==> src/design/mrrb_pkg.sv <==
// ----------------------------------------------------------------------------
// mrrb_pkg
// shared types and codes of the multipart round-robin balancer
// ----------------------------------------------------------------------------
package mrrb_pkg;

    localparam logic [2:0] REQ_ATTACH    = 3'd0;
    localparam logic [2:0] REQ_TERMINATE = 3'd1;
    localparam logic [2:0] REQ_ACTIVATE  = 3'd2;
    localparam logic [2:0] REQ_ADMIT     = 3'd3;
    localparam logic [2:0] REQ_SEND      = 3'd4;
    localparam logic [2:0] REQ_QUERY     = 3'd5;

    localparam logic [2:0] ST_OK       = 3'd0;
    localparam logic [2:0] ST_AGAIN    = 3'd1;
    localparam logic [2:0] ST_REFUSED  = 3'd2;
    localparam logic [2:0] ST_ROLLBACK = 3'd3;
    localparam logic [2:0] ST_INVALID  = 3'd4;

    typedef struct packed {
        logic load;
        logic step;
    } t_cmd;

    typedef struct packed {
        logic walk_done;
    } t_sts;

endpackage

==> src/design/mrrb_ctrl.sv <==
// ----------------------------------------------------------------------------
// mrrb_ctrl
// handshake and sequencing controller
// ----------------------------------------------------------------------------
module mrrb_ctrl (
    input  logic            i_clk,
    input  logic            i_rst_n,
    input  logic            i_valid,
    output logic            o_ready,
    output logic            o_valid,
    input  logic            i_ready,
    output mrrb_pkg::t_cmd  o_cmd,
    input  mrrb_pkg::t_sts  i_sts
);
    import mrrb_pkg::*;

    typedef enum logic [2:0] {
        S_IDLE = 3'b001,
        S_WALK = 3'b010,
        S_OUT  = 3'b100
    } t_state;

    t_state r_state, n_state;

    always_comb begin
        n_state = r_state;
        o_cmd   = '0;
        o_ready = 1'b0;
        o_valid = 1'b0;
        unique case (r_state)
            S_IDLE: begin
                o_ready = 1'b1;
                if (i_valid) begin
                    o_cmd.load = 1'b1;
                    n_state    = S_WALK;
                end
            end
            S_WALK: begin
                o_cmd.step = 1'b1;
                if (i_sts.walk_done) begin
                    n_state = S_OUT;
                end
            end
            S_OUT: begin
                o_valid = 1'b1;
                if (i_ready) n_state = S_IDLE;
            end
            default: n_state = S_IDLE;
        endcase
    end

    always_ff @(posedge i_clk) begin
        if (!i_rst_n) r_state <= S_IDLE;
        else          r_state <= n_state;
    end

endmodule

==> src/design/mrrb_dp.sv <==
// ----------------------------------------------------------------------------
// mrrb_dp
// port table, counters and one walk step per cycle
// ----------------------------------------------------------------------------
module mrrb_dp #(
    parameter int MAX_PORTS = 8
) (
    input  logic            i_clk,
    input  logic            i_rst_n,
    input  mrrb_pkg::t_cmd  i_cmd,
    output mrrb_pkg::t_sts  o_sts,
    input  logic [2:0]      i_req_type,
    input  logic [2:0]      i_port_id,
    input  logic            i_admit_value,
    input  logic            i_frame_more,
    input  logic [7:0]      i_ready_mask,
    output logic [2:0]      o_status,
    output logic [2:0]      o_target_port,
    output logic            o_target_valid,
    output logic            o_rollback_port,
    output logic            o_can_send
);
    import mrrb_pkg::*;

    localparam int IW = (MAX_PORTS > 1) ? $clog2(MAX_PORTS) : 1;
    localparam int CW = $clog2(MAX_PORTS + 1);
    localparam logic [CW-1:0] MAXC = CW'(MAX_PORTS);

    logic [2:0]    r_order [MAX_PORTS];
    logic [CW-1:0] r_att, r_act;
    logic [IW-1:0] r_cur;
    logic          r_inmsg, r_drop;
    logic [7:0]    r_adm, r_attb;

    logic [2:0] r_req, r_port;
    logic       r_admv, r_more;
    logic [7:0] r_mask;
    logic       r_walk;
    logic [2:0] r_status, r_tgt;
    logic       r_tv, r_rb, r_can;

    // slot lookup
    logic [IW-1:0] w_slot;
    always_comb begin
        w_slot = '0;
        for (int i = MAX_PORTS - 1; i >= 0; i--)
            if (CW'(i) < r_att && r_order[i] == r_port) w_slot = IW'(i);
    end

    logic [2:0] w_cport;
    logic       w_crdy;
    assign w_cport = r_order[r_cur];
    assign w_crdy  = r_mask[w_cport];

    logic [7:0]    w_bit;
    logic          w_portok, w_atch;
    logic [CW-1:0] w_slotc, w_curc, w_actm1;
    assign w_bit    = 8'(1) << r_port;
    assign w_portok = {29'd0, r_port} < 32'(MAX_PORTS);
    assign w_atch   = (r_attb & w_bit) != 8'd0;
    assign w_slotc  = CW'(w_slot);
    assign w_curc   = CW'(r_cur);
    assign w_actm1  = r_act - CW'(1);

    assign o_sts.walk_done = !r_walk;

    function automatic logic [IW-1:0] ix(input logic [CW-1:0] v);
        return v[IW-1:0];
    endfunction

    always_ff @(posedge i_clk) begin
        if (i_cmd.load) begin
            r_req  <= i_req_type;
            r_port <= i_port_id;
            r_admv <= i_admit_value;
            r_more <= i_frame_more;
            r_mask <= i_ready_mask;
        end
    end

    always_ff @(posedge i_clk) begin
        if (!i_rst_n) begin
            r_att <= '0; r_act <= '0; r_cur <= '0;
            r_inmsg <= 1'b0; r_drop <= 1'b0;
            r_adm <= '0; r_attb <= '0; r_walk <= 1'b0;
        end else if (i_cmd.load) begin
            r_walk <= 1'b1;
        end else if (i_cmd.step && r_walk) begin
            r_walk <= 1'b0;
            r_status <= ST_OK; r_tgt <= '0; r_tv <= 1'b0; r_rb <= 1'b0; r_can <= 1'b0;
            if (r_req > REQ_QUERY || (r_req <= REQ_ADMIT && !w_portok)) begin
                r_status <= ST_INVALID;
            end else if (r_req == REQ_ATTACH) begin
                if (w_atch || r_att >= MAXC) r_status <= ST_INVALID;
                else begin
                    r_order[ix(r_att)] <= r_order[ix(r_act)];
                    r_order[ix(r_act)] <= r_port;
                    r_att  <= r_att + CW'(1);
                    r_act  <= r_act + CW'(1);
                    r_attb <= r_attb | w_bit;
                    r_adm  <= r_adm | w_bit;
                end
            end else if (r_req <= REQ_ADMIT && !w_atch) begin
                r_status <= ST_INVALID;
            end else if (r_req == REQ_TERMINATE) begin
                if (w_slot == r_cur && r_inmsg) r_drop <= 1'b1;
                r_attb <= r_attb & ~w_bit;
                r_adm  <= r_adm & ~w_bit;
                r_att  <= r_att - CW'(1);
                if (w_slotc < r_act) begin
                    // move last active into the slot, then last attached into the last active place
                    r_act <= w_actm1;
                    if (w_curc == w_actm1) r_cur <= '0;
                    r_order[w_slot]     <= r_order[ix(w_actm1)];
                    r_order[ix(w_actm1)] <= r_order[ix(r_att - CW'(1))];
                end else begin
                    r_order[w_slot] <= r_order[ix(r_att - CW'(1))];
                end
            end else if (r_req == REQ_ACTIVATE || r_req == REQ_ADMIT) begin
                if (r_req == REQ_ACTIVATE || r_admv) begin
                    if (r_req == REQ_ADMIT) r_adm <= r_adm | w_bit;
                    if ((r_req == REQ_ACTIVATE ? (r_adm & w_bit) != 8'd0
                                               : ((r_adm & w_bit) == 8'd0
                                                  && r_mask[r_port]))
                        && w_slotc >= r_act) begin
                        r_order[w_slot]     <= r_order[ix(r_act)];
                        r_order[ix(r_act)] <= r_order[w_slot];
                        r_act <= r_act + CW'(1);
                    end
                end else if ((r_adm & w_bit) != 8'd0) begin
                    r_adm <= r_adm & ~w_bit;
                    if (w_slot == r_cur && r_inmsg) r_drop <= 1'b1;
                    if (w_slotc < r_act) begin
                        r_act <= w_actm1;
                        r_order[w_slot]     <= r_order[ix(w_actm1)];
                        r_order[ix(w_actm1)] <= r_order[w_slot];
                        if (w_curc == w_actm1) r_cur <= '0;
                        else if (w_curc > w_slotc) r_cur <= r_cur - IW'(1);
                    end
                end
            end else if (w_curc >= r_act && r_act != '0) begin
                r_cur  <= '0;
                r_walk <= 1'b1;
            end else if (r_req == REQ_SEND && r_drop) begin
                r_inmsg <= r_more; r_drop <= r_more;
            end else if (r_act == CW'(1) && r_cur == '0 && !(r_req == REQ_QUERY && r_inmsg)) begin
                if (!w_crdy) begin
                    r_act <= '0;
                    if (r_req == REQ_SEND) r_status <= ST_AGAIN;
                end else if (r_req == REQ_SEND) begin
                    r_tgt <= w_cport; r_tv <= 1'b1; r_inmsg <= r_more;
                end else r_can <= 1'b1;
            end else if (r_req == REQ_QUERY) begin
                if (r_inmsg) r_can <= 1'b1;
                else if (r_act == '0) begin
                    r_cur <= '0;
                end else if (w_crdy) r_can <= 1'b1;
                else begin
                    r_act <= w_actm1;
                    r_order[r_cur]       <= r_order[ix(w_actm1)];
                    r_order[ix(w_actm1)] <= r_order[r_cur];
                    if (w_curc == w_actm1) r_cur <= '0;
                    r_walk <= 1'b1;
                end
            end else begin
                if (r_act == '0) begin
                    r_cur <= '0;
                    r_status <= (r_adm != 8'd0) ? ST_AGAIN : ST_REFUSED;
                end else if (w_crdy) begin
                    r_tgt <= w_cport; r_tv <= 1'b1; r_inmsg <= r_more;
                    if (!r_more)
                        r_cur <= (w_curc + CW'(1) >= r_act) ? '0 : r_cur + IW'(1);
                end else if (r_inmsg) begin
                    r_tgt <= w_cport; r_rb <= 1'b1; r_drop <= r_more;
                    r_inmsg <= 1'b0; r_status <= ST_ROLLBACK;
                end else begin
                    r_act <= w_actm1;
                    if (w_curc < w_actm1) begin
                        r_order[r_cur]       <= r_order[ix(w_actm1)];
                        r_order[ix(w_actm1)] <= r_order[r_cur];
                    end else r_cur <= '0;
                    r_walk <= 1'b1;
                end
            end
        end
    end

    assign o_status        = r_status;
    assign o_target_port   = r_tgt;
    assign o_target_valid  = r_tv;
    assign o_rollback_port = r_rb;
    assign o_can_send      = r_can;

endmodule

==> src/design/multipart_round_robin_balancer_core.sv <==
// ----------------------------------------------------------------------------
// multipart_round_robin_balancer_core
// round-robin port balancer with multipart message affinity
//
//   channel  direction  handshake            payload
//   request  in         i_valid / o_ready    i_req_type .. i_ready_mask
//   result   out        o_valid / i_ready    o_status .. o_can_send
//
// after accept the walk runs, and the result is then held valid until taken;
// the walk steps one table slot per cycle and takes a further step per
// unready port skipped (at most MAX_PORTS - 1)
// reset is synchronous: the table is empty, no port attached
// a stalled result holds the block, no request is taken until it leaves
// ----------------------------------------------------------------------------
module multipart_round_robin_balancer_core #(
    parameter int MAX_PORTS = 8
) (
    input  logic       i_clk,
    input  logic       i_rst_n,
    input  logic       i_valid,
    output logic       o_ready,
    input  logic [2:0] i_req_type,
    input  logic [2:0] i_port_id,
    input  logic       i_admit_value,
    input  logic       i_frame_more,
    input  logic [7:0] i_ready_mask,
    output logic       o_valid,
    input  logic       i_ready,
    output logic [2:0] o_status,
    output logic [2:0] o_target_port,
    output logic       o_target_valid,
    output logic       o_rollback_port,
    output logic       o_can_send
);
    import mrrb_pkg::*;

    t_cmd w_cmd;
    t_sts w_sts;

    mrrb_ctrl u_ctrl (
        .i_clk, .i_rst_n, .i_valid, .o_ready, .o_valid, .i_ready,
        .o_cmd(w_cmd), .i_sts(w_sts)
    );

    mrrb_dp #(.MAX_PORTS(MAX_PORTS)) u_dp (
        .i_clk, .i_rst_n, .i_cmd(w_cmd), .o_sts(w_sts),
        .i_req_type, .i_port_id, .i_admit_value, .i_frame_more, .i_ready_mask,
        .o_status, .o_target_port, .o_target_valid, .o_rollback_port, .o_can_send
    );

endmodule

==> config.mk <==
export PLATFORM = sky130hd
export DESIGN_NAME = multipart_round_robin_balancer_core
export DESIGN_NICKNAME = d
export VERILOG_FILES = /design/src/design/mrrb_pkg.sv /design/src/design/mrrb_ctrl.sv /design/src/design/mrrb_dp.sv /design/src/design/multipart_round_robin_balancer_core.sv
export SDC_FILE = /design/constraint.sdc
export NUM_CORES = 1
export LEC_CHECK = 0
export BUFFER_PORTS_ARGS = -buffer_cell sky130_fd_sc_hd__buf_2
export CAP_MARGIN = 5
export CORE_UTILIZATION = 47
export CTS_BUF_LIST = sky130_fd_sc_hd__clkbuf_4 sky130_fd_sc_hd__clkbuf_8
export DETAILED_ROUTE_END_ITERATION = 7
export GPL_TIMING_DRIVEN = 0
export PLACE_DENSITY_LB_ADDON = 0.05
export SYNTH_ARGS = -nofsm -noshare
export SYNTH_HDL_FRONTEND = slang
export SYNTH_HIERARCHICAL = 1
export SYNTH_SLANG_ARGS = --single-unit
==> constraint.sdc <==
create_clock -name i_clk -period 7.05 [get_ports i_clk]
set_input_delay 0 -clock i_clk [delete_from_list [all_inputs] [get_ports i_clk]]
set_output_delay 0 -clock i_clk [all_outputs]
set_load 0.01 [all_outputs]
Word level (Yosys, flattened, before mapping)
Memory sizes are Yosys's and may differ from the RTL's. A register that Yosys moved wholly into a read port is not among the register bits.
Index checks and enable logic that the tools add are counted.
{ "totals": {"romBits": 0, "memories": 1, "ramBits": 24, "latch_bits": 0, "input_bits": 20, "out_inout_bits": 11, "wordCells": 433, "regBits": 58} }
{ "op_classes": {"n_mux": 248, "n_addsub": 7, "reduce_logical": 49, "n_bitwise": 31, "n_shift": 1, "eq_ne": 58, "div": 0, "order_cmp": 19, "mul": 0} }
{ "mem_list": {"columns": ["memory", "depth", "word_bits", "rd", "rd_ports_with_merged_regs", "wr", "line_no", "rtl"], "rows": [
  ["u_dp.r_order", 8, 3, 13, 2, 2, "mrrb_dp.sv:29", "logic [2:0] r_order [MAX_PORTS];"]
]} }
{ "ops": {"columns": ["cell", "n"], "rows": [
  ["two-way mux 3 bit", 70],
  ["two-way mux 1 bit", 137],
  ["two-way mux 4 bit", 24],
  ["two-way mux 8 bit", 12],
  ["equality test 3 bit", 12],
  ["AND 8 bit", 4],
  ["!= test 4 x 1 -> 1 bit, second input constant", 8],
  ["nonzero test 8 bit", 3],
  ["!= test 5 bit, second input constant", 4],
  ["logical AND 1 bit", 18],
  ["!= test 6 bit, second input constant", 3],
  ["AND reduction 17 bit", 1],
  ["< comparator 3 x 4 -> 1 bit, first input constant", 4],
  ["OR 8 bit", 2],
  ["AND reduction 14 bit", 1],
  ["AND reduction 13 bit", 1],
  ["!= test 3 x 1 -> 1 bit, second input constant", 4],
  ["AND reduction 12 bit", 1],
  ["nonzero test 4 bit", 3],
  ["OR reduction 11 bit", 1],
  ["!= test 2 bit, second input constant", 5],
  ["!= test 5 x 3 -> 1 bit, second input constant", 2],
  ["NOT 1 bit", 10],
  ["equality test 3 x 2 -> 1 bit, second input constant", 3],
  ["other kinds (45)", 80]
]} }

Depth between registers and ports, before layout
An unclocked memory read counts as a cell.
{ "logic_depth": {"ltp_word": 32, "mapped_depth": 21, "ltp_nobuf": 18} }

By module
The synthesis kept the hierarchy.
{ "modules_own_cells": {"columns": ["mod", "instances", "cells_per_inst", "seq_area_each_um2", "area_per_inst_um2"], "rows": [
  ["mrrb_dp", 1, 744, 2192.1, 6927.9],
  ["mrrb_ctrl", 1, 17, 60.1, 166.4]
]} }

Worst setup path before layout
OpenSTA, ideal clock, no wires.
{ "synth_timing": {"path_kind": "reg2reg", "startpoint": "register u_dp.r_att[0]", "endpoint": "memory u_dp.r_order[1][0], enable pin", "arrival_ns": 4.775, "path_buffers": 1, "t_required_ns": 6.715, "setup_ns": 0.335, "path_stages_with_launch": 19, "period_less_slack_ns": 5.110, "slack_ns": 1.940, "cell_sequence": "dfxtp_1 -> clkbuf_1 -> inv_1 -> ha_1 -> or2_2 -> a2111o_1 -> nor2b_1 -> nand2_1 -> a21o_1 -> clkinv_1 -> ha_1 -> o21bai_1 -> a21oi_1 -> o31ai_1 -> a31oi_1 -> or3_4 -> mux2_4 -> mux2_4 -> o31ai_2"} }
{ "synth_lines": {"columns": ["element", "line_no", "rtl"], "rows": [
  ["start: declaration", "mrrb_dp.sv:30", "logic [CW-1:0] r_att, r_act;"],
  ["start signal: assignment", "mrrb_dp.sv:98", "r_att <= r_att + CW'(1);"],
  ["start signal: assignment", "mrrb_dp.sv:109", "r_att <= r_att - CW'(1);"],
  ["end: declaration", "mrrb_dp.sv:29", null]
]} }

==> out/qor.log <==
[status] status complete, no violations
[logic_synthesis] sequential fraction of the synthesis area 0.317
[finish] Final #Nets 867
[floorplanning] top-level port count 31
[logic_synthesis] Async SR Flop Fraction 0
[drt] number of design-rule violations left by the first detailed-router iteration 795
[timing] Final Slew Violations 0
[global_route] largest net degree at the start of global routing 20
[clocking] TritonCTS clock tree done
[global_route] Total GRT Usage 0.294
[timing] Max Clock Freq 0.157 GHz
[worst_setup_path] top fanout value on the critical path 10
[logic_synthesis] top cell type by total area after synthesis sky130_fd_sc_hd__edfxtp_1
[power_and_ir_drop] maximum VDD drop 0.000102 V
[clocking] Max Buffers Root-to-Sink 2
[logic_synthesis] synth warn 6
[floorplanning] Chip Height 125 µm
[worst_hold_path] worst min-delay path class input pin to register
[floorplanning] die outline area 15600 µm²
[finish] Synth-to-Final Area Change 11.0%
[clocking] # Post-CTS Setup Buffers 0
[timing] final hold vios 0
[floorplanning] starting utilization of the core area 0.484
[logic_synthesis] post-synthesis register bit count 88
[power_and_ir_drop] Lkg Pwr 2.84 nW
[worst_hold_path] launch instance of the worst min-delay path i_port_id[2]
[power_and_ir_drop] switch share 0.266
[timing] Finish-stage setup viols 0
[finish] share of final-layout standard cells stronger than drive strength 1 0.134
[clocking] Root Buffer sky130_fd_sc_hd__clkbuf_8
[drt] number of nets with antenna violations after routing 0
[floorplanning] Core Box Area 14600 µm²
[logic_synthesis] most used flip-flop cell after synthesis sky130_fd_sc_hd__edfxtp_1
[global_route] vias in the first global route 6271
[logic_synthesis] Post-synth EDFFs 49
[drt] number of DRC violations after detailed routing 0
[global_route] number of antenna violations at the first check in global routing 1
[logic_synthesis] top cells by instance count after synthesis 60 x sky130_fd_sc_hd__nand2_1, 49 x sky130_fd_sc_hd__edfxtp_1, 46 x sky130_fd_sc_hd__nor2_1
[worst_setup_path] critical path launch point type register
[timing] post-layout min period 6370 ps
[worst_setup_path] arrival time at the worst endpoint 6400 ps
[drt] total number of vias 6535
[power_and_ir_drop] NetSw 0.277 mW
[timing] slew at the pin closest to its max-slew limit 1070 ps
[run] count of max-cap constraint violations 0
[worst_setup_path] start of the worst register-to-register path u_dp/r_att[0]$_SDFFE_PN0P_
[finish] fraction of the core area covered by cells at the end of the flow 0.538
[power_and_ir_drop] Pint 0.764 mW
[place] number of placed instances with taps included 975
[place] IO buf count 30
[global_route] first-pass GRT wire length 35100 µm
[power_and_ir_drop] relative contribution of combinational cells to total power 0.116
[timing] sum of negative setup slack 0 ps
[floorplanning] row count 44
[logic_synthesis] Distinct cells, synth 85
[global_route] global route total overflow 0
[logic_synthesis] Syn Std Cell Area 7090 µm²
[timing] final period utilization 0.904
[worst_setup_path] critical setup path kind register to register
[drt] per-cell routed wire length 22.2 µm
[finish] Non-Filler Instances 1011
[finish] antenna fix cells 0
[place] routability cong. 0.914
[logic_synthesis] Mapped Avg Cell Area 9.32 µm²
[clocking] number of clock sinks 88
[power_and_ir_drop] Power Density 132 nW/µm²
[logic_synthesis] cell count after synthesis 761
[drt] length of the first detailed-routing pass in iterations 5
[logic_synthesis] Net Count, Synth 806
[floorplanning] width of the die 125 µm
[drt] detailed-route vias per instance 6.46
[worst_setup_path] required time worst endpoint 7080 ps
[worst_setup_path] setup slack of the worst register-to-register path 680 ps
[clocking] insertion delay of the later-clocked pin in the worst-skew pair 390 ps
[power_and_ir_drop] Clock Power Share 0.352
[logic_synthesis] top post-synthesis cells by area sky130_fd_sc_hd__edfxtp_1 21%, sky130_fd_sc_hd__dfxtp_1 11%, sky130_fd_sc_hd__mux4_2 8.9%
[place] post-detailed-placement half-perimeter wirelength 17000 µm
[worst_setup_path] cells on worst reg2reg path 18
[worst_hold_path] worst-case hold path end point u_dp/r_port[2]$_DFFE_PP_
[clocking] H-tree depth 3
[place] pre-CTS setup slack 815 ps
[logic_synthesis] library cell with the highest instance count after synthesis sky130_fd_sc_hd__nand2_1
[clocking] TritonCTS buffer count 9
[worst_hold_path] worst hold path depth 2
[timing] remaining max-slew budget at the tightest pin 0.278
[drt] DRT Wirelength 22400 µm
[worst_setup_path] capture point of the worst reg-to-reg path u_dp/r_order[2][1]$_DFFE_PP_
[timing] worst clock skew 12.2 ps
[logic_synthesis] area fraction of the dominant cell type after synthesis 0.207
[worst_setup_path] crit end category register
[power_and_ir_drop] Sequential Power Share 0.532
[clocking] clk slew on worst S/H paths 90 ps
[timing] setup repair after global routing missed its margin false
[timing] least setup slack across all paths after layout 678 ps
routing by layer:
metal / wire length, µm / track usage / part of all wire / up-vias
met4: 696 / 0.112 / 0.031 / 0
met1: 9810 / 0.401 / 0.44 / 3181
met3: 1920 / 0.0765 / 0.085 / 54
li1: - / - / - / 3027
met2: 9980 / 0.444 / 0.45 / 273
met5: 0 / 0 / 0 / -
kinds of logic after synthesis:
logic type,count (synthesis),share of synthesized area
flops,88,0.317
fa+ha+maj,25,0.0441
mux,80,0.166
simple gates,272,0.201
compound gates,192,0.189
buf+inv,72,0.0432
xor+xnor,32,0.0395
critical path, stage by stage (launching register included):
cell                       delay [ps]
sky130_fd_sc_hd__dfxtp_1          380
sky130_fd_sc_hd__clkbuf_1         530
sky130_fd_sc_hd__inv_1            270
sky130_fd_sc_hd__ha_1             350
sky130_fd_sc_hd__or2_2            320
sky130_fd_sc_hd__a2111o_1         440
sky130_fd_sc_hd__nor2b_1          190
sky130_fd_sc_hd__nand2_1          190
sky130_fd_sc_hd__a21o_1           270
sky130_fd_sc_hd__clkinv_1         320
sky130_fd_sc_hd__ha_1             380
sky130_fd_sc_hd__o21bai_1         260
sky130_fd_sc_hd__a21oi_1          210
sky130_fd_sc_hd__o31ai_1          350
sky130_fd_sc_hd__a31oi_1           80
sky130_fd_sc_hd__or3_4            400
sky130_fd_sc_hd__mux2_4           330
sky130_fd_sc_hd__mux2_4           310
sky130_fd_sc_hd__o21ai_0          440
cell usage in the layout (no fill, tap or decap), types with 18 or more instances in the layout:
cell	n
sky130_fd_sc_hd__buf_2	37
sky130_fd_sc_hd__nor3_1	24
sky130_fd_sc_hd__dlygate4sd3_1	20
sky130_fd_sc_hd__edfxtp_1	49
sky130_fd_sc_hd__ha_1	25
sky130_fd_sc_hd__nor2b_1	25
sky130_fd_sc_hd__xor2_1	18
sky130_fd_sc_hd__nand3_1	26
sky130_fd_sc_hd__a21oi_1	25
sky130_fd_sc_hd__mux2i_1	42
sky130_fd_sc_hd__mux4_2	28
sky130_fd_sc_hd__nand2_1	60
sky130_fd_sc_hd__nor2_1	46
sky130_fd_sc_hd__o21ai_0	42
sky130_fd_sc_hd__dfxtp_1	39
sky130_fd_sc_hd__inv_1	25
sky130_fd_sc_hd__clkbuf_1	28
repair_timing:
item                      CTS  global route
hold buffers               20             0
resized for setup           0             0
hold endpoints to repair   19             0
how the worst max path moves through the flow:
| stage | from | slack (ps) | depth (start not counted) | to |
|---|---|---|---|---|
| final | u_dp/r_att[0]$_SDFFE_PN0P_ | 680 | 18 | u_dp/r_order[2][1]$_DFFE_PP_ |
| after global routing | u_dp/r_att[0]$_SDFFE_PN0P_ | 180 | 20 | u_dp/r_order[6][2]$_DFFE_PP_ |
| after CTS | u_dp/r_att[0]$_SDFFE_PN0P_ | 780 | 18 | u_dp/r_order[2][0]$_DFFE_PP_ |
| after detailed placement | u_dp/r_att[0]$_SDFFE_PN0P_ | 810 | 18 | u_dp/r_order[2][0]$_DFFE_PP_ |
| after global placement | u_dp/r_att[0]$_SDFFE_PN0P_ | 910 | 18 | u_dp/r_order[2][0]$_DFFE_PP_ |
| after floorplan | u_dp/r_att[0]$_SDFFE_PN0P_ | 1940 | 18 | u_dp/r_order[1][0]$_DFFE_PP_ |
power by group through the flow:
stage               registers (mW)  clock network (mW)  logic, mW
floorplan                    0.563                   0     0.0764
global placement             0.565                   0      0.108
detailed placement           0.565                   0      0.110
CTS                          0.553               0.375      0.119
global route                 0.555               0.395      0.132
finish                       0.554               0.366      0.121
area by class of cell:
| type | count | area, µm² |
|---|---|---|
| Fill cell | 1359 | 6770 |
| Timing Repair Buffer | 50 | 350 |
| Sequential cell | 88 | 2250 |
| Tap cell | 184 | 230 |
| Inverter | 28 | 105 |
| Clock buffer | 10 | 131 |
| Clock inverter | 6 | 66.3 |
| Buffer | 44 | 201 |
| Multi-Input combinational cell | 601 | 4540 |
per-stage QoR:
step,power [mW],area (µm²),hold slack [ps]
global placement,0.673,7470,176
detailed placement,0.675,7470,179
CTS,1.05,7870,300
floorplan,0.640,7090,71.1
finish,1.04,7870,309
global route,1.08,7870,290
No activity file was read; power rests on OpenSTA's default activity.
